### config.mk
export PLATFORM = sky130hd
export DESIGN_NAME = console_output_column_tracker_flat
export DESIGN_NICKNAME = d
export VERILOG_FILES = /design/src/rtl/core/coct_pkg.sv /design/src/rtl/core/coct_if.sv /design/src/rtl/core/coct_ctrl.sv /design/src/rtl/core/coct_dp.sv /design/src/rtl/core/console_output_column_tracker.sv /design/src/flat_wrapper.sv
export SDC_FILE = /design/constraint.sdc
export NUM_CORES = 1
export LEC_CHECK = 0
export ABC_AREA = 1
export ABC_CLOCK_PERIOD_IN_PS = 3740
export BUFFER_PORTS_ARGS = -buffer_cell sky130_fd_sc_hd__buf_2
export CAP_MARGIN = 25
export CORE_ASPECT_RATIO = 0.7
export CORE_MARGIN = 8
export CORE_UTILIZATION = 30
export CTS_BUF_LIST = sky130_fd_sc_hd__clkbuf_4
export DETAILED_ROUTE_END_ITERATION = 10
export PLACE_DENSITY = 0.56
export SLEW_MARGIN = 10
export SYNTH_ARGS = -nofsm -noshare
export SYNTH_HDL_FRONTEND = slang
export SYNTH_SLANG_ARGS = --single-unit
### constraint.sdc
create_clock -name clk_i -period 3.74 [get_ports clk_i]
set_clock_uncertainty 0.15 [all_clocks]
set_input_delay 0.187 -clock clk_i [delete_from_list [all_inputs] [get_ports clk_i]]
set_output_delay 0.187 -clock clk_i [all_outputs]
set_load 0.02 [all_outputs]
### src/rtl/core/coct_pkg.sv
package coct_pkg;

  // Device count and field widths
  localparam int unsigned NumDevices = 3;
  localparam int unsigned CmdW       = 2;
  localparam int unsigned DevW       = 2;
  localparam int unsigned CharW      = 8;
  localparam int unsigned ColW       = 16;
  localparam int unsigned StepW      = 3;

  // Command codes
  localparam logic [CmdW-1:0] CmdPlain  = 2'd0;
  localparam logic [CmdW-1:0] CmdTab    = 2'd1;
  localparam logic [CmdW-1:0] CmdCooked = 2'd2;

  // Character codes
  localparam logic [CharW-1:0] ChBs      = 8'h08;
  localparam logic [CharW-1:0] ChTab     = 8'h09;
  localparam logic [CharW-1:0] ChCr      = 8'h0d;
  localparam logic [CharW-1:0] ChSpace   = 8'h20;
  localparam logic [CharW-1:0] ChCaret   = 8'h5e;
  localparam logic [CharW-1:0] CaretBit  = 8'h40;

  // Last step of a tab expansion (eight spaces at most)
  localparam logic [StepW-1:0] StepMax = 3'd7;

  // Controller to datapath
  typedef struct packed {
    logic load;
    logic emit;
  } dp_cmd_t;

  // Datapath to controller
  typedef struct packed {
    logic dev_ok;
    logic emit_last;
    logic out_free;
  } dp_status_t;

endpackage

### src/rtl/core/coct_if.sv
interface coct_in_if;
  logic                             valid;
  logic                             ready;
  logic [coct_pkg::CmdW-1:0]        command;
  logic [coct_pkg::DevW-1:0]        device;
  logic [coct_pkg::CharW-1:0]       char_in;

  modport source (output valid, output command, output device, output char_in, input ready);
  modport sink   (input valid, input command, input device, input char_in, output ready);
endinterface

interface coct_out_if;
  logic                             valid;
  logic                             ready;
  logic [coct_pkg::CharW-1:0]       char_out;
  logic [coct_pkg::DevW-1:0]        device_out;
  logic signed [coct_pkg::ColW-1:0] column_after;
  logic                             last;

  modport source (output valid, output char_out, output device_out, output column_after,
                  output last, input ready);
  modport sink   (input valid, input char_out, input device_out, input column_after,
                  input last, output ready);
endinterface

### src/rtl/core/coct_ctrl.sv
module coct_ctrl (
  input  logic                 clk_i,
  input  logic                 rst_ni,
  input  logic                 in_valid_i,
  output logic                 in_ready_o,
  input  coct_pkg::dp_status_t status_i,
  output coct_pkg::dp_cmd_t    cmd_o
);

  localparam logic StIdle = 1'b0;
  localparam logic StEmit = 1'b1;

  logic state_q, state_d;

  // Take a new item only when no item is in flight
  assign in_ready_o = (state_q == StIdle);

  always_comb begin
    state_d    = state_q;
    cmd_o.load = 1'b0;
    cmd_o.emit = 1'b0;
    unique case (state_q)
      StIdle: begin
        if (in_valid_i) begin
          cmd_o.load = 1'b1;
          state_d    = StEmit;
        end
      end
      StEmit: begin
        // Drop items for unknown devices, else send one byte per free slot
        if (!status_i.dev_ok) begin
          state_d = StIdle;
        end else if (status_i.out_free) begin
          cmd_o.emit = 1'b1;
          if (status_i.emit_last) begin
            state_d = StIdle;
          end
        end
      end
      default: state_d = StIdle;
    endcase
  end

  always_ff @(posedge clk_i or negedge rst_ni) begin
    if (!rst_ni) begin
      state_q <= StIdle;
    end else begin
      state_q <= state_d;
    end
  end

endmodule

### src/rtl/core/coct_dp.sv
module coct_dp (
  input  logic                              clk_i,
  input  logic                              rst_ni,
  input  logic [coct_pkg::CmdW-1:0]         command_i,
  input  logic [coct_pkg::DevW-1:0]         device_i,
  input  logic [coct_pkg::CharW-1:0]        char_in_i,
  input  coct_pkg::dp_cmd_t                 cmd_i,
  output coct_pkg::dp_status_t              status_o,
  output logic                              out_valid_o,
  input  logic                              out_ready_i,
  output logic [coct_pkg::CharW-1:0]        char_out_o,
  output logic [coct_pkg::DevW-1:0]         device_out_o,
  output logic signed [coct_pkg::ColW-1:0]  column_after_o,
  output logic                              last_o
);

  logic [coct_pkg::CmdW-1:0]  cmd_q;
  logic [coct_pkg::DevW-1:0]  dev_q;
  logic [coct_pkg::CharW-1:0] ch_q;
  logic [coct_pkg::StepW-1:0] step_q;
  logic [coct_pkg::ColW-1:0]  column_q [coct_pkg::NumDevices];

  logic                       out_valid_q;
  logic [coct_pkg::CharW-1:0] out_char_q;
  logic [coct_pkg::DevW-1:0]  out_dev_q;
  logic [coct_pkg::ColW-1:0]  out_col_q;
  logic                       out_last_q;

  logic                       dev_ok;
  logic                       is_tab;
  logic                       is_caret;
  logic [coct_pkg::CharW-1:0] byte_d;
  logic [coct_pkg::ColW-1:0]  col_cur;
  logic [coct_pkg::ColW-1:0]  col_d;
  logic                       last_d;

  // Decode the held item
  always_comb begin
    dev_ok   = (32'(dev_q) < coct_pkg::NumDevices);
    is_tab   = ((cmd_q == coct_pkg::CmdTab) || (cmd_q == coct_pkg::CmdCooked)) &&
               (ch_q == coct_pkg::ChTab);
    is_caret = (cmd_q == coct_pkg::CmdCooked) && (ch_q < coct_pkg::ChSpace) && !is_tab;
    col_cur  = dev_ok ? column_q[dev_q] : '0;
  end

  // Pick the byte for this step
  always_comb begin
    priority if (is_tab) begin
      byte_d = coct_pkg::ChSpace;
    end else if (is_caret) begin
      byte_d = (step_q == '0) ? coct_pkg::ChCaret : (ch_q | coct_pkg::CaretBit);
    end else begin
      byte_d = ch_q;
    end
  end

  // Column after the byte
  always_comb begin
    priority if (byte_d >= coct_pkg::ChSpace) begin
      col_d = col_cur + coct_pkg::ColW'(1);
    end else if (byte_d == coct_pkg::ChCr) begin
      col_d = '0;
    end else if (byte_d == coct_pkg::ChBs) begin
      col_d = col_cur - coct_pkg::ColW'(1);
    end else begin
      col_d = col_cur;
    end
  end

  // Tabs stop at a multiple of eight or after eight spaces
  always_comb begin
    priority if (is_tab) begin
      last_d = (col_d[2:0] == 3'd0) || (step_q == coct_pkg::StepMax);
    end else if (is_caret) begin
      last_d = (step_q != '0);
    end else begin
      last_d = 1'b1;
    end
  end

  assign status_o.dev_ok    = dev_ok;
  assign status_o.emit_last = last_d;
  assign status_o.out_free  = !out_valid_q || out_ready_i;

  // Capture the item
  always_ff @(posedge clk_i) begin
    if (cmd_i.load) begin
      cmd_q <= command_i;
      dev_q <= device_i;
      ch_q  <= char_in_i;
    end
  end

  // Advance the step counter
  always_ff @(posedge clk_i or negedge rst_ni) begin
    if (!rst_ni) begin
      step_q <= '0;
    end else if (cmd_i.load) begin
      step_q <= '0;
    end else if (cmd_i.emit) begin
      step_q <= step_q + coct_pkg::StepW'(1);
    end
  end

  // Per-device column counters
  always_ff @(posedge clk_i or negedge rst_ni) begin
    if (!rst_ni) begin
      for (int i = 0; i < coct_pkg::NumDevices; i++) begin
        column_q[i] <= '0;
      end
    end else if (cmd_i.emit) begin
      for (int i = 0; i < coct_pkg::NumDevices; i++) begin
        if (32'(dev_q) == i) begin
          column_q[i] <= col_d;
        end
      end
    end
  end

  // Output register
  always_ff @(posedge clk_i or negedge rst_ni) begin
    if (!rst_ni) begin
      out_valid_q <= 1'b0;
    end else if (cmd_i.emit) begin
      out_valid_q <= 1'b1;
    end else if (out_ready_i) begin
      out_valid_q <= 1'b0;
    end
  end

  always_ff @(posedge clk_i) begin
    if (cmd_i.emit) begin
      out_char_q <= byte_d;
      out_dev_q  <= dev_q;
      out_col_q  <= col_d;
      out_last_q <= last_d;
    end
  end

  assign out_valid_o    = out_valid_q;
  assign char_out_o     = out_char_q;
  assign device_out_o   = out_dev_q;
  assign column_after_o = $signed(out_col_q);
  assign last_o         = out_last_q;

endmodule

### src/rtl/core/console_output_column_tracker.sv
// Console output column tracker: one item (command, device, char_in) yields one to eight
// output bytes, each with the device column after it and a last flag on the final one.
// An item is accepted and then the emit sequencer sends one byte per cycle, while the
// output side keeps up, into a single output register; a stalled output holds the
// sequencer. An item for an unknown device is dropped and gives nothing. A new item is
// taken only once the previous one has placed its last byte in the output register.
module console_output_column_tracker (
  input  logic        clk_i,
  input  logic        rst_ni,
  coct_in_if.sink     in_i,
  coct_out_if.source  out_o
);

  coct_pkg::dp_cmd_t    dp_cmd;
  coct_pkg::dp_status_t dp_status;

  coct_ctrl u_ctrl (
    .clk_i      (clk_i),
    .rst_ni     (rst_ni),
    .in_valid_i (in_i.valid),
    .in_ready_o (in_i.ready),
    .status_i   (dp_status),
    .cmd_o      (dp_cmd)
  );

  coct_dp u_dp (
    .clk_i          (clk_i),
    .rst_ni         (rst_ni),
    .command_i      (in_i.command),
    .device_i       (in_i.device),
    .char_in_i      (in_i.char_in),
    .cmd_i          (dp_cmd),
    .status_o       (dp_status),
    .out_valid_o    (out_o.valid),
    .out_ready_i    (out_o.ready),
    .char_out_o     (out_o.char_out),
    .device_out_o   (out_o.device_out),
    .column_after_o (out_o.column_after),
    .last_o         (out_o.last)
  );

endmodule

### src/flat_wrapper.sv
// flat-port wrapper written by rule: the top's interface ports become plain ports
module console_output_column_tracker_flat 
  (clk_i, rst_ni, in_i_valid, in_i_command, in_i_device, in_i_char_in, in_i_ready, out_o_valid, out_o_char_out, out_o_device_out, out_o_column_after, out_o_last, out_o_ready);
  coct_in_if in_i_i ();
  coct_out_if out_o_i ();
  input  logic clk_i;
  input  logic rst_ni;
  input wire logic [$bits(in_i_i.valid)-1:0] in_i_valid;
  input wire logic [$bits(in_i_i.command)-1:0] in_i_command;
  input wire logic [$bits(in_i_i.device)-1:0] in_i_device;
  input wire logic [$bits(in_i_i.char_in)-1:0] in_i_char_in;
  output wire logic [$bits(in_i_i.ready)-1:0] in_i_ready;
  output wire logic [$bits(out_o_i.valid)-1:0] out_o_valid;
  output wire logic [$bits(out_o_i.char_out)-1:0] out_o_char_out;
  output wire logic [$bits(out_o_i.device_out)-1:0] out_o_device_out;
  output wire logic [$bits(out_o_i.column_after)-1:0] out_o_column_after;
  output wire logic [$bits(out_o_i.last)-1:0] out_o_last;
  input wire logic [$bits(out_o_i.ready)-1:0] out_o_ready;
  assign in_i_i.valid = in_i_valid;
  assign in_i_i.command = in_i_command;
  assign in_i_i.device = in_i_device;
  assign in_i_i.char_in = in_i_char_in;
  assign in_i_ready = in_i_i.ready;
  assign out_o_valid = out_o_i.valid;
  assign out_o_char_out = out_o_i.char_out;
  assign out_o_device_out = out_o_i.device_out;
  assign out_o_column_after = out_o_i.column_after;
  assign out_o_last = out_o_i.last;
  assign out_o_i.ready = out_o_ready;
  console_output_column_tracker u_core (.clk_i(clk_i), .rst_ni(rst_ni), .in_i(in_i_i), .out_o(out_o_i));
endmodule
==> results of run 1 <==
-- logic make-up (layout without fill, tap and decap cells) --
logic type,Yosys count,count (layout),synth area share (%)
buf+inv,89,161,7.52
fa+ha+maj,6,6,1.57
simple gates,317,317,27.7
compound gates,70,70,9.25
flops,92,92,52.1
other cells,0,1,0
xor+xnor,10,10,1.83
-- report_power, final --
part	switching, mW	total [mW]	internal, mW
clock network	0.346	0.502	0.156
logic	0.572	0.828	0.256
registers	0.0864	1.34	1.26
total	1.00	2.67	1.67
-- synthesized netlist by cell type, types with 2 or more instances --
| library cell | n |
|---|---|
| dfrtp_1 | 53 |
| nand2_2 | 4 |
| a21oi_1 | 8 |
| nand3_2 | 4 |
| o21ai_0 | 35 |
| nor3_1 | 3 |
| inv_2 | 3 |
| nor2_4 | 2 |
| nand2_1 | 210 |
| xor2_1 | 7 |
| xnor2_1 | 3 |
| o21ai_2 | 2 |
| ha_1 | 6 |
| a22o_1 | 3 |
| o211ai_1 | 4 |
| o22ai_1 | 2 |
| buf_2 | 2 |
| nor2_1 | 51 |
| a22oi_1 | 2 |
| edfxtp_1 | 39 |
| nand4_1 | 10 |
| nand3_1 | 23 |
| clkbuf_1 | 8 |
| nor4_1 | 2 |
| buf_6 | 2 |
| o211ai_2 | 4 |
| o21ai_1 | 5 |
| nor2_2 | 5 |
| inv_1 | 70 |
-- through the flow --
stage	hold WS, ns	setup WS [ns]	util [%]	total power [mW]	instance area (µm²)
after global routing	0.0978	0.000105	35.7	2.85	5560
after floorplan	-0.259	0.486	-	1.92	4790
after global placement	0.0650	0.751	33.9	2.15	5270
final	0.0872	0.294	35.7	2.67	5560
after detailed placement	0.0680	0.727	33.9	2.17	5270
after CTS	0.0712	0.156	35.7	2.69	5550
-- cell usage in the layout (no fill, tap or decap), drive strengths merged --
master	n
nand2	214
inv	75
nor2	58
buf	54
dfrtp	53
o21ai	42
edfxtp	39
nand3	27
dlygate4sd3	16
clkbuf	11
nand4	10
a21oi	9
o211ai	8
xor2	7
ha	6
clkinv	5
nor3	4
xnor2	3
a22o	3
a22oi	2
nor4	2
o22ai	2
diode	1
and3	1
o221ai	1
o21bai	1
or2	1
o31ai	1
a32oi	1
-- sequential cells by signal (all words and copies together), names as in the netlist --
signal                      flops
u_core.u_dp.ch_q                8
u_core.u_dp.column_q           48
u_core.u_ctrl.state_q           1
u_core.u_dp.step_q              3
u_core.u_dp.out_valid_o         1
u_core.u_dp.device_out_o        2
u_core.u_dp.char_out_o          8
u_core.u_dp.dev_q               2
u_core.u_dp.column_after_o     16
u_core.u_dp.last_o              1
u_core.u_dp.cmd_q               2
-- per-layer routing --
metal	wire length, µm	share of wire (%)	GRT usage, %	vias up
met5	0	0	0	-
met3	795	6.1	2.78	14
li1	-	-	-	2011
met2	5380	41	19.7	126
met4	170	1.3	3.98	0
met1	6660	51	18.7	1932
-- worst max-delay path, stage by stage (launching register included) --
cell and delay (ns):
edfxtp_1 0.54, nor2_2 0.37, nand2_1 0.09, and3_1 0.29, ha_1 0.27, xnor2_1 0.17
nand3_1 0.09, nand3_1 0.09, nand2_1 0.09, inv_1 0.13, nand3_1 0.08, nand2_1 0.08
nand2_1 0.05, nand2_1 0.12, nand2_1 0.07, nand2_1 0.06, nand2_1 0.04, dlygate4sd3_1 0.55
-- what timing repair did --
action                                  CTS  global route
endpoints found under the setup margin    0             1
gates resized for setup                   0             2
hold buffers                             16             0
endpoints found under the hold margin    35             0
-- how the worst max path moves through the flow --
stage / to / cells past startpoint
3_3_place_gp: u_core.u_dp.column_after_o[6] / 10
2_1_floorplan: u_core.u_dp.column_q[36] / 9
4_1_cts: u_core.u_ctrl.state_q / 16
6_report: u_core.u_ctrl.state_q / 17
5_1_grt: u_core.u_ctrl.state_q / 17
3_5_place_dp: u_core.u_dp.column_after_o[6] / 10
-- area by class of cell --
cell class              instances  area (µm²)
multi-input cells             403        1940
fillers                      1585        9990
well taps                     200         250
diodes                          1        2.50
clock inverters                 5        37.5
inverters                      75         287
flip-flops and latches         92        2500
clock buffers                  11        82.6
repair buffers                 70         455
==> results.toml, run 1 <==
[run_status]
status = "finished clean"

[sta]
fin_crit_ns = 3.45
final-hold-violation-count = 0
rsz0062_at_grt = "false"
timing.final.max_slew_violations = 0
fmax_mhz = 290
setup_viol = 0
fin_crit_sh_pct = 92.1
maxSlewHeadroom_pct = 47.2
tns_ns = 0
max_slew.worst_pin.slew_ns = 0.783

[cts]
path_clk_slew_ns = 0.15
root_buffer = "clkbuf_4"
htreeDepth = 3
cts_tree = "built"
clock_latency_ns = 0.46
cts_setup_buffers = 0
cts_buffers = 9
clockBufferDepth = 2
cts_sinks = 92

[route]
drt_iter0_markers = 341
antenna_left = 0
routed_wl_um = 13000
routed_via_density = 4.76
wl_per_cell_um = 15.2
dr.pass1.iters = 5
drc_errors = 0
num_vias = 4083

[finish]
nets = 673
drive_gt1_share_pct = 15.7
syn2layout_area_growth_pct = 16.0
fin_cells = 857

[worst_setup_path]
r2r_setup_slack_ns = 0.29
cp_max_fo = 7
r2r-start = "u_core.u_dp.dev_q[0]"
arrival_ns = 3.66
r2r_end = "u_core.u_ctrl.state_q"
startpoint = "u_core.u_dp.dev_q[0]"
worstSetupPathType = "flip-flop to flip-flop"
reg2regPathDepth = 17
end_kind = "flip-flop"
critical_path_required_ns = 3.95
cp-start-kind = "flip-flop"

[die]
fp.dieH_um = 122
rows = 38
die_x_um = 167
dieArea_mm2 = 0.0203
initial_utilization_pct = 30.8
coreArea_mm2 = 0.0155
io_pins = 45

[power_and_ir_drop]
leakagePower_nw = 2.59
peakVddDrop_uv = 175
p_per_area_mw_per_mm2 = 481

[global_route]
grt_max_degree = 33
grt_pass1_wl_um = 21100
grt_use_total_pct = 13.1
grt_overflow = 0
first_global_vias = 4020
antenna_found_initial = 1

[synthesis]
yosysSeqAreaShare_pct = 52.1
ys_types = 41
yosysWarnings = 0
syn-cell-area_mm2 = 0.00479
yosys.area.top_type_share_pct = 27.7
synthTopCellsByArea = "dfrtp_1, edfxtp_1, nand2_1, inv_1, nor2_1"
synth_edf_count = 39
yosysTopAreaCell = "dfrtp_1"
syn_inst = 584
synthFlopType = "dfrtp_1"
synth_nets = 606
syn_area_per_cell_um2 = 8.20
async_flop_share_pct = 57.6
synth-seq-cells = 92

[placement]
hpwlAfterDp_um = 9250
place.port_buffers = 44
gp_congestion = 0.873
place_inst = 824

[flow_run]
max_cap_viol_count = 0

[hold_path]
hp-class = "input port to asynchronous set/reset pin"
Note: power is estimated with default switching activity, not from simulation.
==> run 2, diff against run 1 <==
--- a/config.mk
+++ b/config.mk
@@ -5,7 +5,7 @@
 export SDC_FILE = /design/constraint.sdc
 export NUM_CORES = 1
 export LEC_CHECK = 0
-export ABC_AREA = 1
+export ABC_AREA = 0
 export ABC_CLOCK_PERIOD_IN_PS = 3740
 export BUFFER_PORTS_ARGS = -buffer_cell sky130_fd_sc_hd__buf_2
 export CAP_MARGIN = 25
==> run 2 against run 1 <==
Global-route usage is 0.50 points lower. Register-to-register slack got worse by 0.08 ns. Routed wire length is 3.5% lower. Cell count down 16%. Synthesized area decreased by 0.52%. Critical path depth decreased by 6. Worst hold slack better by 0.15 ns. Synthesized cell count fell by 24%. Utilization is 0.72 points higher. Highest routed layer unchanged.
==> results.toml, run 2 <==
[sta]
setup_viol = 0
fin_ws_ns = 0.210
fin_crit_ns = 3.53
maxSlewHeadroom_pct = 52.6
max_slew.worst_pin.slew_ns = 0.710
rsz0062_at_grt = "false"
timing.final.max_slew_violations = 0
tns_ns = 0
final-hold-violation-count = 0
fin_crit_sh_pct = 94.4
fmax_mhz = 283

[synthesis]
syn_area_per_cell_um2 = 10.7
yosys.area.top_type_share_pct = 27.8
synthFlopType = "dfrtp_1"
synth_nets = 468
yosysTopAreaCell = "dfrtp_1"
synth_edf_count = 39
ys_types = 52
async_flop_share_pct = 57.6
synthTopCellsByArea = "dfrtp_1, edfxtp_1, mux2i_1, nor2_1, a31oi_1"
yosysWarnings = 0
synth_common_cells = "nor2_1, dfrtp_1, edfxtp_1"
yosysSeqAreaShare_pct = 52.4
syn_inst = 446
syn-cell-area_mm2 = 0.00476
synth-seq-cells = 92
post-synth-top-count-cell = "nor2_1"

[global_route]
grt_overflow = 0
grt_max_degree = 54
antenna_found_initial = 1
grt_use_total_pct = 12.6
first_global_vias = 3740
grt_pass1_wl_um = 20500

[power_and_ir_drop]
switching_share_pct = 34.6
power_mw = 3.27
combPwrFrac_pct = 30.8
power_frac_seq_pct = 45.7
leakagePower_nw = 2.24
pwr-share-clk_pct = 23.4
peakVddDrop_uv = 227
p_per_area_mw_per_mm2 = 579
p_switching_mw = 1.13
p_int_mw = 2.14

[worst_setup_path]
cp_max_fo = 9
end_kind = "flip-flop"
arrival_ns = 3.59
cp-start-kind = "flip-flop"
worstSetupPathType = "flip-flop to flip-flop"
critical_path_required_ns = 3.80

[cts]
cts_tree = "built"
clockBufferDepth = 2
cts_resized = 0
root_buffer = "clkbuf_4"
cts_buffers = 9
path_clk_slew_ns = 0.15
cts_sinks = 92
clock_latency_ns = 0.45
htreeDepth = 3

[placement]
post-place-ws_ns = 0.230
place.port_buffers = 44
gp_congestion = 0.878
place_inst = 685
hpwlAfterDp_um = 8960

[die]
fp.dieH_um = 121
coreArea_mm2 = 0.0155
die_x_um = 167
initial_utilization_pct = 30.7
rows = 38
io_pins = 45
dieArea_mm2 = 0.0202

[finish]
nets = 534
largest_register = "u_core.u_dp.column_q"
final_common_cell = "nor2_1"
syn2layout_area_growth_pct = 18.6
drive_gt1_share_pct = 19.5
nFillCells = 1558
largest_register_ffs = 48
fin_cells = 718
final_cell_mix = "nor2_1, dfrtp_1, buf_2"

[run_status]
status = "finished clean"

[flow_run]
max_cap_viol_count = 0

[route]
antenna_left = 0
drc_errors = 0
routed_wl_um = 12600
num_vias = 3929
routed_via_density = 5.47
wl_per_cell_um = 17.5
dr.pass1.iters = 5
drt_iter0_markers = 373

[hold_path]
hp-class = "input port to asynchronous set/reset pin"
run 2: worst paths after layout:
kind | start | end | slack (ns) | cells past startpoint
min in group clk_i | in_i_command[0] | u_core.u_dp.cmd_q[0] | 0.28 | 2
min | rst_ni | u_core.u_dp.column_q[1] | 0.24 | 3
max | u_core.u_dp.dev_q[1] | u_core.u_dp.column_after_o[14] | 0.21 | 11
min reg2reg | u_core.u_dp.column_q[12] | u_core.u_dp.column_q[12] | 0.37 | 2
max in group asynchronous | rst_ni | u_core.u_dp.column_q[20] | 2.71 | 3
max reg2reg | u_core.u_dp.dev_q[1] | u_core.u_dp.column_after_o[14] | 0.21 | 11
run 2: power by group through the flow:
stage | Combinational (mW) | Sequential [mW] | Clock (mW)
5_1_grt | 1.13 | 1.53 | 0.820
3_5_place_dp | 0.991 | 1.52 | 0
6_report | 1.01 | 1.50 | 0.767
2_1_floorplan | 0.671 | 1.52 | 0
4_1_cts | 1.01 | 1.49 | 0.787
3_3_place_gp | 0.955 | 1.51 | 0
run 2: area by class of cell:
type	instances	area (µm²)	share of cell area, %
sequential	92	2500	44.2
multi-input combinational	319	2130	37.6
antenna	1	2.50	0.0443
clock inverter	7	146	2.59
timing repair buffer	79	520	9.21
tap	200	250	4.43
inverter	11	41.3	0.731
clock buffer	9	67.6	1.20
run 2: critical path: stages (launching register included):
cell,delay (ns)
edfxtp_1,0.55
mux2i_1,0.25
nor2_1,0.05
a21oi_1,0.23
ha_1,0.19
nor2b_1,0.17
or3b_1,0.38
or4_1,0.58
nor4_1,0.33
mux2i_1,0.23
buf_4,0.14
nand2_1,0.05
run 2: repair_timing:
action / CTS / global route
hold buffers: 15 / 0
buffers inserted: 0 / 1
endpoints found under the hold margin: 69 / 0
endpoints found under the setup margin: 0 / 1
run 2: cell families (layout without fill, tap and decap cells):
group	count (synthesis)	after routing	share of synthesized area, %
DFF	92	92	52.4
adders and majority gates	6	6	1.58
other	0	1	0
AOI/OAI and AO/OA	112	112	16.8
and+or+nand+nor	158	158	17.0
buffers and inverters	35	106	3.02
muxes	39	39	8.51
xor gates and xnor gates	4	4	0.735
run 2: per-layer routing:
layer	up-vias	GRT usage (%)	part of all wire, %
li1	1836	-	-
met1	1921	18.3	50
met2	154	18.2	42
met3	18	2.83	6.6
met4	0	4.04	1.4
met5	-	0	0
run 2: through the flow:
step	cell area (µm²)	hold slack, ns	util [%]
floorplan	4760	-0.259	-
global placement	5280	0.211	34.0
detailed placement	5280	0.215	34.0
CTS	5640	0.242	36.4
global route	5650	0.253	36.5
finish	5650	0.242	36.5
==> run 3, diff against run 2 <==
==> constraint.sdc (replaced) <==
create_clock -name clk_i -period 3.74 [get_ports clk_i]
set_clock_uncertainty 0.15 [all_clocks]
set_input_delay 0.748 -clock clk_i [delete_from_list [all_inputs] [get_ports clk_i]]
set_output_delay 0.748 -clock clk_i [all_outputs]
set_load 0.02 [all_outputs]
==> run 3 against run 2 <==
Worst setup slack gained 0.024 ns. Non-clock buffer count shrank 13. Utilization shrank 1.3 points. Combinational power is essentially flat. Critical path type unchanged. Largest cell class unchanged. Sequential cell count is the same. Highest routed layer unchanged. Total power shrank 7.3%. Via count shrank 1.5%. Sequential share of layout area grew 1.6 points. Clock power shrank 31%.
==> results.toml, run 3 (synthesis gave the netlist of run 2 again) <==
[power_and_ir_drop]
leakagePower_nw = 2.16
p_int_mw = 1.88
power_frac_seq_pct = 49.4
peakVddDrop_uv = 218
p_switching_mw = 1.15
power_mw = 3.03
switching_share_pct = 38.1
combPwrFrac_pct = 33.1
p_per_area_mw_per_mm2 = 557
pwr-share-clk_pct = 17.6

[finish]
post-route-util_pct = 35.2
final_common_cell = "nor2_1"
nets = 521
nFillCells = 1559
largest_register_ffs = 48
fin_cells = 705
final_cell_area_mm2 = 0.00545
final_cell_mix = "nor2_1, dfrtp_1, buf_2"
drive_gt1_share_pct = 20.2
largest_register = "u_core.u_dp.column_q"
syn2layout_area_growth_pct = 14.4

[sta]
maxSlewHeadroom_pct = 55.8
rsz0062_at_grt = "false"
fin_crit_ns = 3.51
setup_viol = 0
max_slew.worst_pin.slew_ns = 0.661
fmax_mhz = 285
tns_ns = 0
fin_crit_sh_pct = 93.8
final-hold-violation-count = 0
fin_ws_ns = 0.233
timing.final.max_slew_violations = 0
holdWs_ns = 0.286

[placement]
placed_cell_area_mm2 = 0.00528
hpwlAfterDp_um = 9040
place_inst = 685
place.port_buffers = 44
gp_congestion = 0.878
post-place-ws_ns = 0.221

[global_route]
grt_use_total_pct = 12.5
grt_max_degree = 39
first_global_vias = 3723
antenna_found_initial = 1
grt_pass1_wl_um = 20200
grt_overflow = 0

[route]
wl_per_cell_um = 17.6
dr.pass1.iters = 5
drc_errors = 0
antenna_left = 0
routed_via_density = 5.49
num_vias = 3871
drt_iter0_markers = 387
routed_wl_um = 12400

[worst_setup_path]
reg2regPathDepth = 11
arrival_ns = 3.58
r2r_end = "u_core.u_dp.column_after_o[14]"
critical_path_required_ns = 3.81
cp-start-kind = "flip-flop"
r2r-start = "u_core.u_dp.dev_q[1]"
cp_max_fo = 9
r2r_setup_slack_ns = 0.23
end_kind = "flip-flop"
worstSetupPathType = "flip-flop to flip-flop"

[cts]
root_buffer = "clkbuf_4"
path_clk_slew_ns = 0.17
clock_latency_ns = 0.47
cts_tree = "built"
clockBufferDepth = 2
cts_buffers = 9
cts_resized = 0
cts_sinks = 92
htreeDepth = 3

[die]
rows = 38
dieArea_mm2 = 0.0202
io_pins = 45
fp.dieH_um = 121
die_x_um = 167
coreArea_mm2 = 0.0155
initial_utilization_pct = 30.7

[flow_run]
max_cap_viol_count = 0

[hold_path]
hold_depth = 1
min_from = "in_i_command[0]"
holdPathEnd = "u_core.u_dp.cmd_q[0]"
hp-class = "input port to flip-flop"

[run_status]
status = "finished clean"
[run 3: cell types whose count changed in the layout (fill, tap and decap cells not counted), sizes merged]
| cell | before | now |
|---|---|---|
| inv | 13 | 17 |
| bufinv | 4 | 0 |
| dlygate4sd3 | 15 | 1 |
| buf | 64 | 65 |
[run 3: layer usage]
metal / wire [µm] / part of all wire (%) / up-vias / global-route usage, %
li1: - / - / 1817 / -
met1: 6290 / 51 / 1915 / 17.6
met2: 5250 / 42 / 129 / 18.3
met3: 771 / 6.2 / 10 / 3.41
met4: 121 / 0.97 / 0 / 3.76
met5: 0 / 0 / - / 0
[run 3: how the worst max path moves through the flow]
stage,depth (start not counted),slack (ns),from,to
after floorplan,13,0.44,u_core.u_dp.dev_q[0],u_core.u_dp.column_after_o[14]
after global placement,10,0.36,u_core.u_dp.dev_q[1],u_core.u_dp.column_after_o[14]
after detailed placement,10,0.22,u_core.u_dp.dev_q[1],u_core.u_dp.column_after_o[14]
after CTS,10,0.20,u_core.u_dp.dev_q[1],u_core.u_dp.column_after_o[14]
after global routing,11,0.05,u_core.u_dp.dev_q[1],u_core.u_dp.column_after_o[14]
final,11,0.23,u_core.u_dp.dev_q[1],u_core.u_dp.column_after_o[14]
[run 3: timing repair]
item                                   4_1_cts  5_1_grt
setup endpoints to repair                    0        1
hold buffers                                 0        1
setup buffers                                0        1
endpoints found under the hold margin        0       10
[run 3: worst max-delay path: stages (launching register included)]
cell and delay, ns:
edfxtp_1 0.54, mux2i_1 0.25, nor2_1 0.05, a21oi_1 0.22
ha_1 0.19, nor2b_1 0.16, or3b_1 0.38, or4_1 0.58
nor4_1 0.33, mux2i_1 0.23, buf_4 0.14, nand2_1 0.05
[run 3: power by group through the flow]
stage               clock, mW  sequential (mW)  combinational (mW)
floorplan                   0             1.52               0.671
detailed placement          0             1.52               0.992
CTS                     0.563             1.49               0.996
finish                  0.532             1.50                1.00
global route            0.606             1.53                1.12
global placement            0             1.52               0.955
[run 3: area by class of cell]
class | count | area (µm²) | area share (%)
Sequential cell | 92 | 2500 | 45.8
Clock inverter | 7 | 63.8 | 1.17
Inverter | 11 | 41.3 | 0.758
Multi-Input combinational cell | 319 | 2130 | 39.0
Clock buffer | 9 | 67.6 | 1.24
Antenna cell | 1 | 2.50 | 0.0459
Tap cell | 200 | 250 | 4.59
Timing Repair Buffer | 66 | 400 | 7.35
